### src/rtl/assert_macros.svh
// Concurrent assertion helpers; empty when SYNTHESIS is defined.
`ifndef ASSERT_MACROS_SVH
`define ASSERT_MACROS_SVH
`ifndef SYNTHESIS
`define ASSERT_IMPLIES(label, clk, rst_n, ante, cons) \
	label: assert property (@(posedge clk) disable iff (!rst_n) (ante) |-> (cons)) \
		else $error("assertion failed");
`define ASSERT_NEXT(label, clk, rst_n, ante, cons) \
	label: assert property (@(posedge clk) disable iff (!rst_n) (ante) |=> (cons)) \
		else $error("assertion failed");
`else
`define ASSERT_IMPLIES(label, clk, rst_n, ante, cons)
`define ASSERT_NEXT(label, clk, rst_n, ante, cons)
`endif
`endif

### src/rtl/rau_pkg.sv
package rau_pkg;

	localparam int unsigned NUM_BITS = 32;

	localparam logic [1:0] OPC_ADD = 2'd0;
	localparam logic [1:0] OPC_SUB = 2'd1;
	localparam logic [1:0] OPC_MUL = 2'd2;
	localparam logic [1:0] OPC_DIV = 2'd3;

	localparam logic [1:0] STAT_OK       = 2'd0;
	localparam logic [1:0] STAT_DIVZERO  = 2'd1;
	localparam logic [1:0] STAT_OVERFLOW = 2'd2;

	typedef struct packed {
		logic [1:0]          opcode;
		logic                a_negative;
		logic [NUM_BITS-1:0] a_numerator;
		logic [NUM_BITS-1:0] a_denominator;
		logic                b_negative;
		logic [NUM_BITS-1:0] b_numerator;
		logic [NUM_BITS-1:0] b_denominator;
	} in_item_t;

	typedef struct packed {
		logic                result_negative;
		logic [NUM_BITS-1:0] result_numerator;
		logic [NUM_BITS-1:0] result_denominator;
		logic [1:0]          status;
	} out_item_t;

	typedef enum logic [3:0] {
		S_IDLE, S_CHECK, S_GTEST, S_GWAIT, S_DIVGO, S_DWAIT, S_NEXT,
		S_MNA, S_MNB, S_MDEN, S_COMB, S_MN, S_MD, S_RED, S_FINAL
	} state_t;

	typedef enum logic [3:0] {
		OP_NONE, OP_LOAD, OP_GCD_INIT, OP_GCD_DIV, OP_GCD_UPD, OP_DIV_START,
		OP_DIV_WRITE, OP_MUL_NA, OP_MUL_NB, OP_MUL_DAS, OP_COMBINE, OP_MUL_N,
		OP_MUL_D, OP_FINAL
	} dp_op_t;

	typedef enum logic [3:0] {
		J_AN, J_AD, J_BN, J_BD, J_Q1, J_Q2, J_NDEN, J_NG, J_DG
	} div_job_t;

	typedef enum logic [1:0] {G_A, G_B, G_D, G_R} gcd_sel_t;

	typedef struct packed {
		dp_op_t   op;
		div_job_t job;
		gcd_sel_t gsel;
	} ctl_cmd_t;

	typedef struct packed {
		logic err;
		logic y_zero;
		logic div_done;
		logic add_sub;
		logic out_full;
	} dp_stat_t;

endpackage

### src/rtl/rau_in_if.sv
interface rau_in_if import rau_pkg::*; ();
	logic     valid;
	logic     ready;
	in_item_t data;
	modport source(output valid, output data, input ready);
	modport sink(input valid, input data, output ready);
endinterface

### src/rtl/rau_out_if.sv
interface rau_out_if import rau_pkg::*; ();
	logic      valid;
	logic      ready;
	out_item_t data;
	modport source(output valid, output data, input ready);
	modport sink(input valid, input data, output ready);
endinterface

### src/rtl/rau_div.sv
module rau_div import rau_pkg::*; #(
	parameter int unsigned W = 32
) (
	input  logic             clk,
	input  logic             arst_n,
	input  logic             start,
	input  logic [2*W:0]     dividend,
	input  logic [2*W-1:0]   divisor,
	output logic             done,
	output logic [2*W:0]     quotient,
	output logic [2*W-1:0]   remainder
);
	localparam int unsigned DW = 2 * W;
	localparam int unsigned NW = 2 * W + 1;
	localparam int unsigned CW = $clog2(NW);

	logic [DW-1:0] rem_q;
	logic [DW-1:0] dvs_q;
	logic [NW-1:0] quo_q;
	logic [CW-1:0] cnt_q;
	logic          busy_q;
	logic          done_q;
	logic [NW-1:0] shifted;
	logic [NW-1:0] diff;
	logic          ge;

	// restoring step: one quotient bit per cycle, dividend shifts out as quotient shifts in
	assign shifted = {rem_q, quo_q[NW-1]};
	assign ge      = shifted >= {1'b0, dvs_q};
	assign diff    = shifted - {1'b0, dvs_q};

	always_ff @(posedge clk or negedge arst_n) begin
		if (!arst_n) begin
			busy_q <= 1'b0;
			done_q <= 1'b0;
			cnt_q  <= '0;
		end else begin
			done_q <= 1'b0;
			if (start) begin
				busy_q <= 1'b1;
				cnt_q  <= '0;
			end else if (busy_q) begin
				cnt_q <= cnt_q + 1'b1;
				if (cnt_q == CW'(NW - 1)) begin
					busy_q <= 1'b0;
					done_q <= 1'b1;
				end
			end
		end
	end

	always_ff @(posedge clk) begin
		if (start) begin
			rem_q <= '0;
			dvs_q <= divisor;
			quo_q <= dividend;
		end else if (busy_q) begin
			rem_q <= ge ? diff[DW-1:0] : shifted[DW-1:0];
			quo_q <= {quo_q[NW-2:0], ge};
		end
	end

	assign done      = done_q;
	assign quotient  = quo_q;
	assign remainder = rem_q;
endmodule

### src/rtl/rau_datapath.sv
module rau_datapath import rau_pkg::*; #(
	parameter int unsigned W = 32
) (
	input  logic      clk,
	input  logic      arst_n,
	input  ctl_cmd_t  cmd,
	input  in_item_t  in_item,
	input  logic      out_ready,
	output dp_stat_t  stat,
	output logic      out_valid,
	output out_item_t out_item
);
	localparam int unsigned DW = 2 * W;
	localparam int unsigned NW = 2 * W + 1;

	logic [1:0]    op_q;
	logic          sa_q, sb_q, err_q, neg_q;
	logic [W-1:0]  an_q, ad_q, bn_q, bd_q, t1_q, t2_q;
	logic [DW-1:0] x_q, y_q, na_q, nb_q, den_q, rem_q;
	logic [NW-1:0] n_q;
	logic          out_valid_q;
	out_item_t     out_q;

	logic [W-1:0]  ma, mb;
	logic [DW-1:0] prod;
	logic          div_start, div_done;
	logic [NW-1:0] dvd, quo;
	logic [DW-1:0] dvs, drem;
	logic          sb_eff;
	logic [NW-1:0] sum;
	logic          ovf;

	rau_div #(.W(W)) u_div (
		.clk      (clk),
		.arst_n   (arst_n),
		.start    (div_start),
		.dividend (dvd),
		.divisor  (dvs),
		.done     (div_done),
		.quotient (quo),
		.remainder(drem)
	);

	always_comb begin
		ma = an_q;
		mb = bn_q;
		case (cmd.op)
			OP_MUL_NA: begin
				ma = an_q; mb = t1_q;
			end
			OP_MUL_NB: begin
				ma = bn_q; mb = t2_q;
			end
			OP_MUL_DAS: begin
				ma = t2_q; mb = bd_q;
			end
			OP_MUL_N: begin
				ma = an_q; mb = (op_q == OPC_DIV) ? bd_q : bn_q;
			end
			OP_MUL_D: begin
				ma = ad_q; mb = (op_q == OPC_DIV) ? bn_q : bd_q;
			end
			default: begin
				ma = an_q; mb = bn_q;
			end
		endcase
	end
	assign prod = DW'(ma) * DW'(mb);

	always_comb begin
		dvd = NW'(x_q);
		dvs = y_q;
		if (cmd.op == OP_DIV_START) begin
			dvs = x_q;
			case (cmd.job)
				J_AN:   dvd = NW'(an_q);
				J_AD:   dvd = NW'(ad_q);
				J_BN:   dvd = NW'(bn_q);
				J_BD:   dvd = NW'(bd_q);
				J_Q1:   dvd = NW'(bd_q);
				J_Q2:   dvd = NW'(ad_q);
				J_NDEN: begin
					dvd = n_q; dvs = den_q;
				end
				J_NG:   dvd = n_q;
				J_DG:   dvd = NW'(den_q);
				default: dvd = n_q;
			endcase
		end
	end
	assign div_start = (cmd.op == OP_GCD_DIV) || (cmd.op == OP_DIV_START);

	assign sb_eff = sb_q ^ (op_q == OPC_SUB);
	assign sum    = NW'(na_q) + NW'(nb_q);
	assign ovf    = (|n_q[NW-1:W]) || (|den_q[DW-1:W]);

	always_ff @(posedge clk) begin
		case (cmd.op)
			OP_LOAD: begin
				op_q  <= in_item.opcode;
				sa_q  <= in_item.a_negative;
				sb_q  <= in_item.b_negative;
				an_q  <= in_item.a_numerator[W-1:0];
				ad_q  <= in_item.a_denominator[W-1:0];
				bn_q  <= in_item.b_numerator[W-1:0];
				bd_q  <= in_item.b_denominator[W-1:0];
				err_q <= (in_item.a_denominator[W-1:0] == '0)
					|| (in_item.b_denominator[W-1:0] == '0)
					|| ((in_item.opcode == OPC_DIV) && (in_item.b_numerator[W-1:0] == '0));
			end
			OP_GCD_INIT: begin
				case (cmd.gsel)
					G_A: begin
						x_q <= DW'(an_q); y_q <= DW'(ad_q);
					end
					G_B: begin
						x_q <= DW'(bn_q); y_q <= DW'(bd_q);
					end
					G_D: begin
						x_q <= DW'(ad_q); y_q <= DW'(bd_q);
					end
					default: begin
						x_q <= den_q; y_q <= rem_q;
					end
				endcase
			end
			OP_GCD_UPD: begin
				x_q <= y_q;
				y_q <= drem;
			end
			OP_DIV_WRITE: begin
				case (cmd.job)
					J_AN:   an_q  <= quo[W-1:0];
					J_AD:   ad_q  <= quo[W-1:0];
					J_BN:   bn_q  <= quo[W-1:0];
					J_BD:   bd_q  <= quo[W-1:0];
					J_Q1:   t1_q  <= quo[W-1:0];
					J_Q2:   t2_q  <= quo[W-1:0];
					J_NDEN: rem_q <= drem;
					J_NG:   n_q   <= quo;
					J_DG:   den_q <= quo[DW-1:0];
					default: n_q  <= quo;
				endcase
			end
			OP_MUL_NA:  na_q  <= prod;
			OP_MUL_NB:  nb_q  <= prod;
			OP_MUL_DAS: den_q <= prod;
			OP_COMBINE: begin
				if (sa_q == sb_eff) begin
					n_q <= sum; neg_q <= sa_q;
				end else if (na_q >= nb_q) begin
					n_q <= NW'(na_q - nb_q); neg_q <= sa_q;
				end else begin
					n_q <= NW'(nb_q - na_q); neg_q <= sb_eff;
				end
			end
			OP_MUL_N: begin
				n_q   <= NW'(prod);
				neg_q <= sa_q ^ sb_q;
			end
			OP_MUL_D: den_q <= prod;
			default: ;
		endcase
	end

	always_ff @(posedge clk or negedge arst_n) begin
		if (!arst_n) begin
			out_valid_q <= 1'b0;
		end else if (cmd.op == OP_FINAL) begin
			out_valid_q <= 1'b1;
		end else if (out_ready) begin
			out_valid_q <= 1'b0;
		end
	end

	always_ff @(posedge clk) begin
		if (cmd.op == OP_FINAL) begin
			if (err_q || ovf) begin
				out_q.result_negative    <= 1'b0;
				out_q.result_numerator   <= '0;
				out_q.result_denominator <= '0;
				out_q.status             <= err_q ? STAT_DIVZERO : STAT_OVERFLOW;
			end else begin
				out_q.result_negative    <= neg_q && (n_q != '0);
				out_q.result_numerator   <= NUM_BITS'(n_q[W-1:0]);
				out_q.result_denominator <= NUM_BITS'(den_q[W-1:0]);
				out_q.status             <= STAT_OK;
			end
		end
	end

	assign stat.err      = err_q;
	assign stat.y_zero   = (y_q == '0);
	assign stat.div_done = div_done;
	assign stat.add_sub  = (op_q == OPC_ADD) || (op_q == OPC_SUB);
	assign stat.out_full = out_valid_q && !out_ready;

	assign out_valid = out_valid_q;
	assign out_item  = out_q;
endmodule

### src/rtl/rau_ctrl.sv
module rau_ctrl import rau_pkg::*; (
	input  logic     clk,
	input  logic     arst_n,
	input  logic     in_valid,
	input  dp_stat_t stat,
	output logic     in_ready,
	output ctl_cmd_t cmd
);
	state_t   state_q, state_d;
	div_job_t job_q, job_d;
	gcd_sel_t gsel_q, gsel_d;

	always_ff @(posedge clk or negedge arst_n) begin
		if (!arst_n) begin
			state_q <= S_IDLE;
			job_q   <= J_AN;
			gsel_q  <= G_A;
		end else begin
			state_q <= state_d;
			job_q   <= job_d;
			gsel_q  <= gsel_d;
		end
	end

	always_comb begin
		state_d = state_q;
		job_d   = job_q;
		gsel_d  = gsel_q;
		case (state_q)
			S_IDLE: if (in_valid) state_d = S_CHECK;
			S_CHECK: begin
				if (stat.err) begin
					state_d = S_FINAL;
				end else begin
					gsel_d  = G_A;
					state_d = S_GTEST;
				end
			end
			S_GTEST: begin
				if (stat.y_zero) begin
					state_d = S_DIVGO;
					case (gsel_q)
						G_A: job_d = J_AN;
						G_B: job_d = J_BN;
						G_D: job_d = J_Q1;
						default: job_d = J_NG;
					endcase
				end else begin
					state_d = S_GWAIT;
				end
			end
			S_GWAIT: if (stat.div_done) state_d = S_GTEST;
			S_DIVGO: state_d = S_DWAIT;
			S_DWAIT: if (stat.div_done) state_d = S_NEXT;
			S_NEXT: begin
				case (job_q)
					J_AN: begin
						job_d = J_AD; state_d = S_DWAIT;
					end
					J_AD: begin
						gsel_d = G_B; state_d = S_GTEST;
					end
					J_BN: begin
						job_d = J_BD; state_d = S_DWAIT;
					end
					J_BD: begin
						if (stat.add_sub) begin
							gsel_d = G_D; state_d = S_GTEST;
						end else begin
							state_d = S_MN;
						end
					end
					J_Q1: begin
						job_d = J_Q2; state_d = S_DWAIT;
					end
					J_Q2: state_d = S_MNA;
					J_NDEN: begin
						gsel_d = G_R; state_d = S_GTEST;
					end
					J_NG: begin
						job_d = J_DG; state_d = S_DWAIT;
					end
					default: state_d = S_FINAL;
				endcase
			end
			S_MNA:  state_d = S_MNB;
			S_MNB:  state_d = S_MDEN;
			S_MDEN: state_d = S_COMB;
			S_COMB: state_d = S_RED;
			S_MN:   state_d = S_MD;
			S_MD:   state_d = S_RED;
			S_RED: begin
				job_d = J_NDEN; state_d = S_DWAIT;
			end
			S_FINAL: if (!stat.out_full) state_d = S_IDLE;
			default: state_d = S_IDLE;
		endcase
	end

	always_comb begin
		in_ready = 1'b0;
		cmd.op   = OP_NONE;
		cmd.job  = job_q;
		cmd.gsel = gsel_q;
		case (state_q)
			S_IDLE: begin
				in_ready = 1'b1;
				if (in_valid) cmd.op = OP_LOAD;
			end
			S_CHECK: begin
				if (!stat.err) begin
					cmd.op = OP_GCD_INIT; cmd.gsel = G_A;
				end
			end
			S_GTEST: if (!stat.y_zero) cmd.op = OP_GCD_DIV;
			S_GWAIT: if (stat.div_done) cmd.op = OP_GCD_UPD;
			S_DIVGO: cmd.op = OP_DIV_START;
			S_DWAIT: if (stat.div_done) cmd.op = OP_DIV_WRITE;
			S_NEXT: begin
				case (job_q)
					J_AN: begin
						cmd.op = OP_DIV_START; cmd.job = J_AD;
					end
					J_AD: begin
						cmd.op = OP_GCD_INIT; cmd.gsel = G_B;
					end
					J_BN: begin
						cmd.op = OP_DIV_START; cmd.job = J_BD;
					end
					J_BD: begin
						if (stat.add_sub) begin
							cmd.op = OP_GCD_INIT; cmd.gsel = G_D;
						end
					end
					J_Q1: begin
						cmd.op = OP_DIV_START; cmd.job = J_Q2;
					end
					J_NDEN: begin
						cmd.op = OP_GCD_INIT; cmd.gsel = G_R;
					end
					J_NG: begin
						cmd.op = OP_DIV_START; cmd.job = J_DG;
					end
					default: cmd.op = OP_NONE;
				endcase
			end
			S_MNA:  cmd.op = OP_MUL_NA;
			S_MNB:  cmd.op = OP_MUL_NB;
			S_MDEN: cmd.op = OP_MUL_DAS;
			S_COMB: cmd.op = OP_COMBINE;
			S_MN:   cmd.op = OP_MUL_N;
			S_MD:   cmd.op = OP_MUL_D;
			S_RED: begin
				cmd.op = OP_DIV_START; cmd.job = J_NDEN;
			end
			S_FINAL: if (!stat.out_full) cmd.op = OP_FINAL;
			default: cmd.op = OP_NONE;
		endcase
	end
endmodule

### src/rtl/rational_arithmetic_unit.sv
// Rational arithmetic unit: add, subtract, multiply or divide two
// sign-magnitude fractions and return the result in lowest terms.
// request channel: one request carries the opcode and both operands; it is
// taken only while the unit is idle, one request at a time.
// response channel: one response per request with sign, reduced numerator,
// reduced denominator and status (ok, divide by zero, overflow).
// Latency is data dependent. Every division, modulo and GCD step runs on one
// shared restoring divider; a request needs seven to nine divisions plus one per
// Euclid step of the three or four GCDs. Zero denominators or a division by zero
// skip the divider and finish without any division.
// Only the low WIDTH bits of numerators and denominators are used.
// The response sits in an output register; the next request is accepted
// while it waits. When the receiver stalls with a result pending, the
// unit holds the next result until the register frees.
// Reset clears the sequencer and drops any pending response.
`include "assert_macros.svh"

module rational_arithmetic_unit import rau_pkg::*; #(
	parameter int unsigned WIDTH = 32
) (
	input logic       clk,
	input logic       arst_n,
	rau_in_if.sink    request,
	rau_out_if.source response
);
	ctl_cmd_t  cmd;
	dp_stat_t  stat;
	logic      ctl_ready;
	logic      out_valid;
	out_item_t out_item;

	rau_ctrl u_ctrl (
		.clk     (clk),
		.arst_n  (arst_n),
		.in_valid(request.valid),
		.stat    (stat),
		.in_ready(ctl_ready),
		.cmd     (cmd)
	);

	rau_datapath #(.W(WIDTH)) u_dp (
		.clk      (clk),
		.arst_n   (arst_n),
		.cmd      (cmd),
		.in_item  (request.data),
		.out_ready(response.ready),
		.stat     (stat),
		.out_valid(out_valid),
		.out_item (out_item)
	);

	assign request.ready  = ctl_ready;
	assign response.valid = out_valid;
	assign response.data  = out_item;

	`ASSERT_NEXT(a_one_at_a_time, clk, arst_n, request.valid && request.ready, !request.ready)
	`ASSERT_IMPLIES(a_error_zeroed, clk, arst_n, response.valid && (response.data.status != STAT_OK), (response.data.result_numerator == '0) && (response.data.result_denominator == '0) && !response.data.result_negative)
	`ASSERT_IMPLIES(a_zero_result, clk, arst_n, response.valid && (response.data.status == STAT_OK) && (response.data.result_numerator == '0), !response.data.result_negative && (response.data.result_denominator == NUM_BITS'(1)))
	`ASSERT_IMPLIES(a_load_idle, clk, arst_n, cmd.op == OP_LOAD, ctl_ready && request.valid)
endmodule
### src/flat_wrapper.sv
// flat-port wrapper written by rule: the top's interface ports become plain ports
module rational_arithmetic_unit_flat import rau_pkg::*;
#(
	parameter int unsigned WIDTH = 32
)
  (clk, arst_n, request_valid, request_data, request_ready, response_valid, response_data, response_ready);
  rau_in_if request_i ();
  rau_out_if response_i ();
  input logic clk;
  input logic arst_n;
  input wire logic [$bits(request_i.valid)-1:0] request_valid;
  input wire logic [$bits(request_i.data)-1:0] request_data;
  output wire logic [$bits(request_i.ready)-1:0] request_ready;
  output wire logic [$bits(response_i.valid)-1:0] response_valid;
  output wire logic [$bits(response_i.data)-1:0] response_data;
  input wire logic [$bits(response_i.ready)-1:0] response_ready;
  assign request_i.valid = request_valid;
  assign request_i.data = request_data;
  assign request_ready = request_i.ready;
  assign response_valid = response_i.valid;
  assign response_data = response_i.data;
  assign response_i.ready = response_ready;
  rational_arithmetic_unit #(.WIDTH(WIDTH)) u_core (.clk(clk), .arst_n(arst_n), .request(request_i), .response(response_i));
endmodule
### config.mk
export PLATFORM = sky130hd
export DESIGN_NAME = rational_arithmetic_unit_flat
export DESIGN_NICKNAME = d
export VERILOG_FILES = /design/src/rtl/rau_pkg.sv /design/src/rtl/rau_in_if.sv /design/src/rtl/rau_out_if.sv /design/src/rtl/rau_div.sv /design/src/rtl/rau_datapath.sv /design/src/rtl/rau_ctrl.sv /design/src/rtl/rational_arithmetic_unit.sv /design/src/flat_wrapper.sv
export VERILOG_INCLUDE_DIRS = /design/src /design/src/rtl
export SDC_FILE = /design/constraint.sdc
export NUM_CORES = 2
export LEC_CHECK = 0
export BUFFER_PORTS_ARGS = -buffer_cell sky130_fd_sc_hd__buf_2
export CAP_MARGIN = 25
export CORE_MARGIN = 2
export CORE_UTILIZATION = 35
export DETAILED_ROUTE_END_ITERATION = 6
export SYNTH_ARGS = -nofsm -noshare
export SYNTH_HDL_FRONTEND = slang
export SYNTH_HIERARCHICAL = 1
export SYNTH_SLANG_ARGS = --single-unit
### constraint.sdc
create_clock -name clk -period 31.6 [get_ports clk]
set_input_delay 1.58 -clock clk [delete_from_list [all_inputs] [get_ports clk]]
set_output_delay 1.58 -clock clk [all_outputs]
set_load 0.005 [all_outputs]
==> metrics.txt <==
syn_nets 11.59k; CP most frequent cell fa_1; most common cell after layout, fill and taps aside nand2_1; CTS Buf Count 100; cell taking the most area after synthesis edfxtp_1; DR pass1 iterations 7; CP Data Required Time 32060 ps; mapped cell area 0.09025 sq mm; Hold Path Class reg -> reg; DRT Wirelength 404300 microns; routed vias/inst 5.982; max FFs per register 67; actual slew at the worst max-slew pin 1228 ps; CP Capture Type register; final hold viol count 0; Antenna Nets Post-Route 0; Post-CTS Setup Bufs 0; slowest cell on the critical path nand2_1; total number of vias 80.39k; register area share after synthesis 0.3002; I/O pin cnt 205; FF+latch count, synth 927; pin count of the biggest net entering global routing 140; EDFF count, synth 843; area fraction of the dominant cell type after synthesis 0.2805; Die Wd 511.8 microns; vias in the first global route 78.58k; first-pass GRT wire length 573200 microns; Primary FF master, synth edfxtp_1; GPL Wtd Cong 1.038; wire length per cell 30.08 microns; Worst Skew 82.77 ps; number of remaining DRC errors 87; critical path's largest stage delay 850 ps; failing checks DRC; row count 186; outcome finished with violations; min Tclk post-route 15770 ps; FF/Latch Area 0.02710 sq mm; Setup violations, final 0; asr flop ratio synth 0.02157; WS Path Type reg -> reg; total global-route track usage 0.3005; Final Cycle Share 0.4992; cells after synthesis 10.03k; Max Fclk 63.40 MHz; most frequent cells in the layout nand2_1, inv_1, nor2_1; top cells by area, synth edfxtp_1, fa_1, ha_1; DR iter-0 viols 11.50k; DIE AREA 0.2619 sq mm; final setup TNS 0 ps; share of cells above drive strength 1 0.07741; initial antenna violation count 35; Area growth, synth to finish 9.721%; Initial Utilization 0.3516; Syn Area/Cell 8.997 sq um; Max Buffers Root-to-Sink 3; Reg clk slew, reported paths 70 ps; H-Tree Depth 3; CTS resizes 0; final hold slack 479.7 ps; CP startpoint kind register; Max-slew headroom 0.1784; CP arrival 16230 ps; fillers 25.98k; total congestion overflow 0; post-detail-place hpwl 313700 microns; post-synth cell types 101; Clock Sinks 927; hold bufs inserted after CTS 0; RSZ-0062 raised after global routing false; Synth Warn # 6; CTS tree done; Die Ht 511.8 microns; core area 0.2567 sq mm; area of the multi-input gates 0.05671 sq mm; CP Max Fanout 32; nets 11.51k; Root Driver clkbuf_16; Worst-Skew Late Latency 780 ps; max-slew violations 0; Buffers on Ports 204; Max Cap Viol 0
[synth_stat cells (all sizes together) (43+ instances only)]
cell	n
nand3	98
edfxtp	843
xor2	59
nor3	79
o21ai	668
nor4	104
mux2i	104
nand2b	49
clkbuf	502
ha	525
inv	1224
buf	89
nor2	1029
a222oi	64
a221oi	43
dfxtp	64
o21bai	74
a22oi	129
mux2	84
nand4	129
a221o	49
a21o	112
a211oi	77
a21oi	510
and2	112
nand2	1584
xnor2	123
o21a	61
fa	900
[metal layers]
metal	global-route usage	share of wire	wire length (microns)	vias up
met5	0	0.00022	90	-
met4	0.1694	0.069	27860	14
met3	0.07556	0.12	46510	1083
met2	0.4477	0.43	172700	5451
met1	0.3968	0.39	157100	40050
li1	-	-	-	33790
[critical path, delay by kind of cell, from the launching register on]
kind                     cells  cell delay, ps
AO/OA/AOI/OAI                7            2340
AND/OR/NAND/NOR             15            4750
XOR/XNOR                     1             340
flip-flops                   1             510
buffers and inverters       13            2870
adder cells (fa/ha/maj)      9            4500
[kinds of logic (layout without fill, tap and decap cells)]
kind of cell	after synthesis	count (layout)	synth area share
AO/OA/AOI/OAI	2118	2118	0.1502
XOR/XNOR	182	182	0.01775
adder cells (fa/ha/maj)	1426	1426	0.2725
buffers and inverters	1819	1826	0.07700
flip-flops	927	927	0.3002
multiplexers	188	188	0.02201
other	0	17	0
AND/OR/NAND/NOR	3371	3371	0.1602
[metrics by stage]
step | setup WS (ps) | util | area, sq um | instances
after floorplan | 17960 | - | 90250 | 10030
after global placement | 14770 | 0.3700 | 94980 | 13200
after detailed placement | 15730 | 0.3719 | 95460 | 13230
after CTS | 16270 | 0.3853 | 98900 | 13420
after global routing | 15930 | 0.3857 | 99000 | 13430
final | 15830 | 0.3858 | 99030 | 13440
[worst paths after layout]
kind                                                 startpoint                    endpoint  slack [ps]  cells past startpoint
worst max register to register              u_core/u_dp/y_q[11]         u_core/u_dp/n_q[57]       15830                     45
worst max-delay path                        u_core/u_dp/y_q[11]         u_core/u_dp/n_q[57]       15830                     45
worst min register to register  u_core/u_dp/u_div/remainder[63]       u_core/u_dp/rem_q[63]         480                      0
min in group asynchronous                                arst_n  u_core/u_dp/u_div/cnt_q[0]         800                      1
max in group asynchronous                                arst_n    u_core/u_dp/u_div/busy_q       30440                      1
worst min-delay path            u_core/u_dp/u_div/remainder[63]       u_core/u_dp/rem_q[63]         480                      0
[cell type report]
cell class,count,share of cell area
Multi-Input combinational cell,7285,0.5727
Sequential cell,927,0.2737
Inverter,1228,0.04657
Tap cell,3384,0.04276
Timing Repair Buffer,411,0.02914
Clock buffer,122,0.02661
Clock inverter,65,0.008124
Antenna cell,17,0.0004296
Power is left out: the tool's default activity adds up to more than one toggle a clock period on the data nets, which glitch-free logic cannot reach.
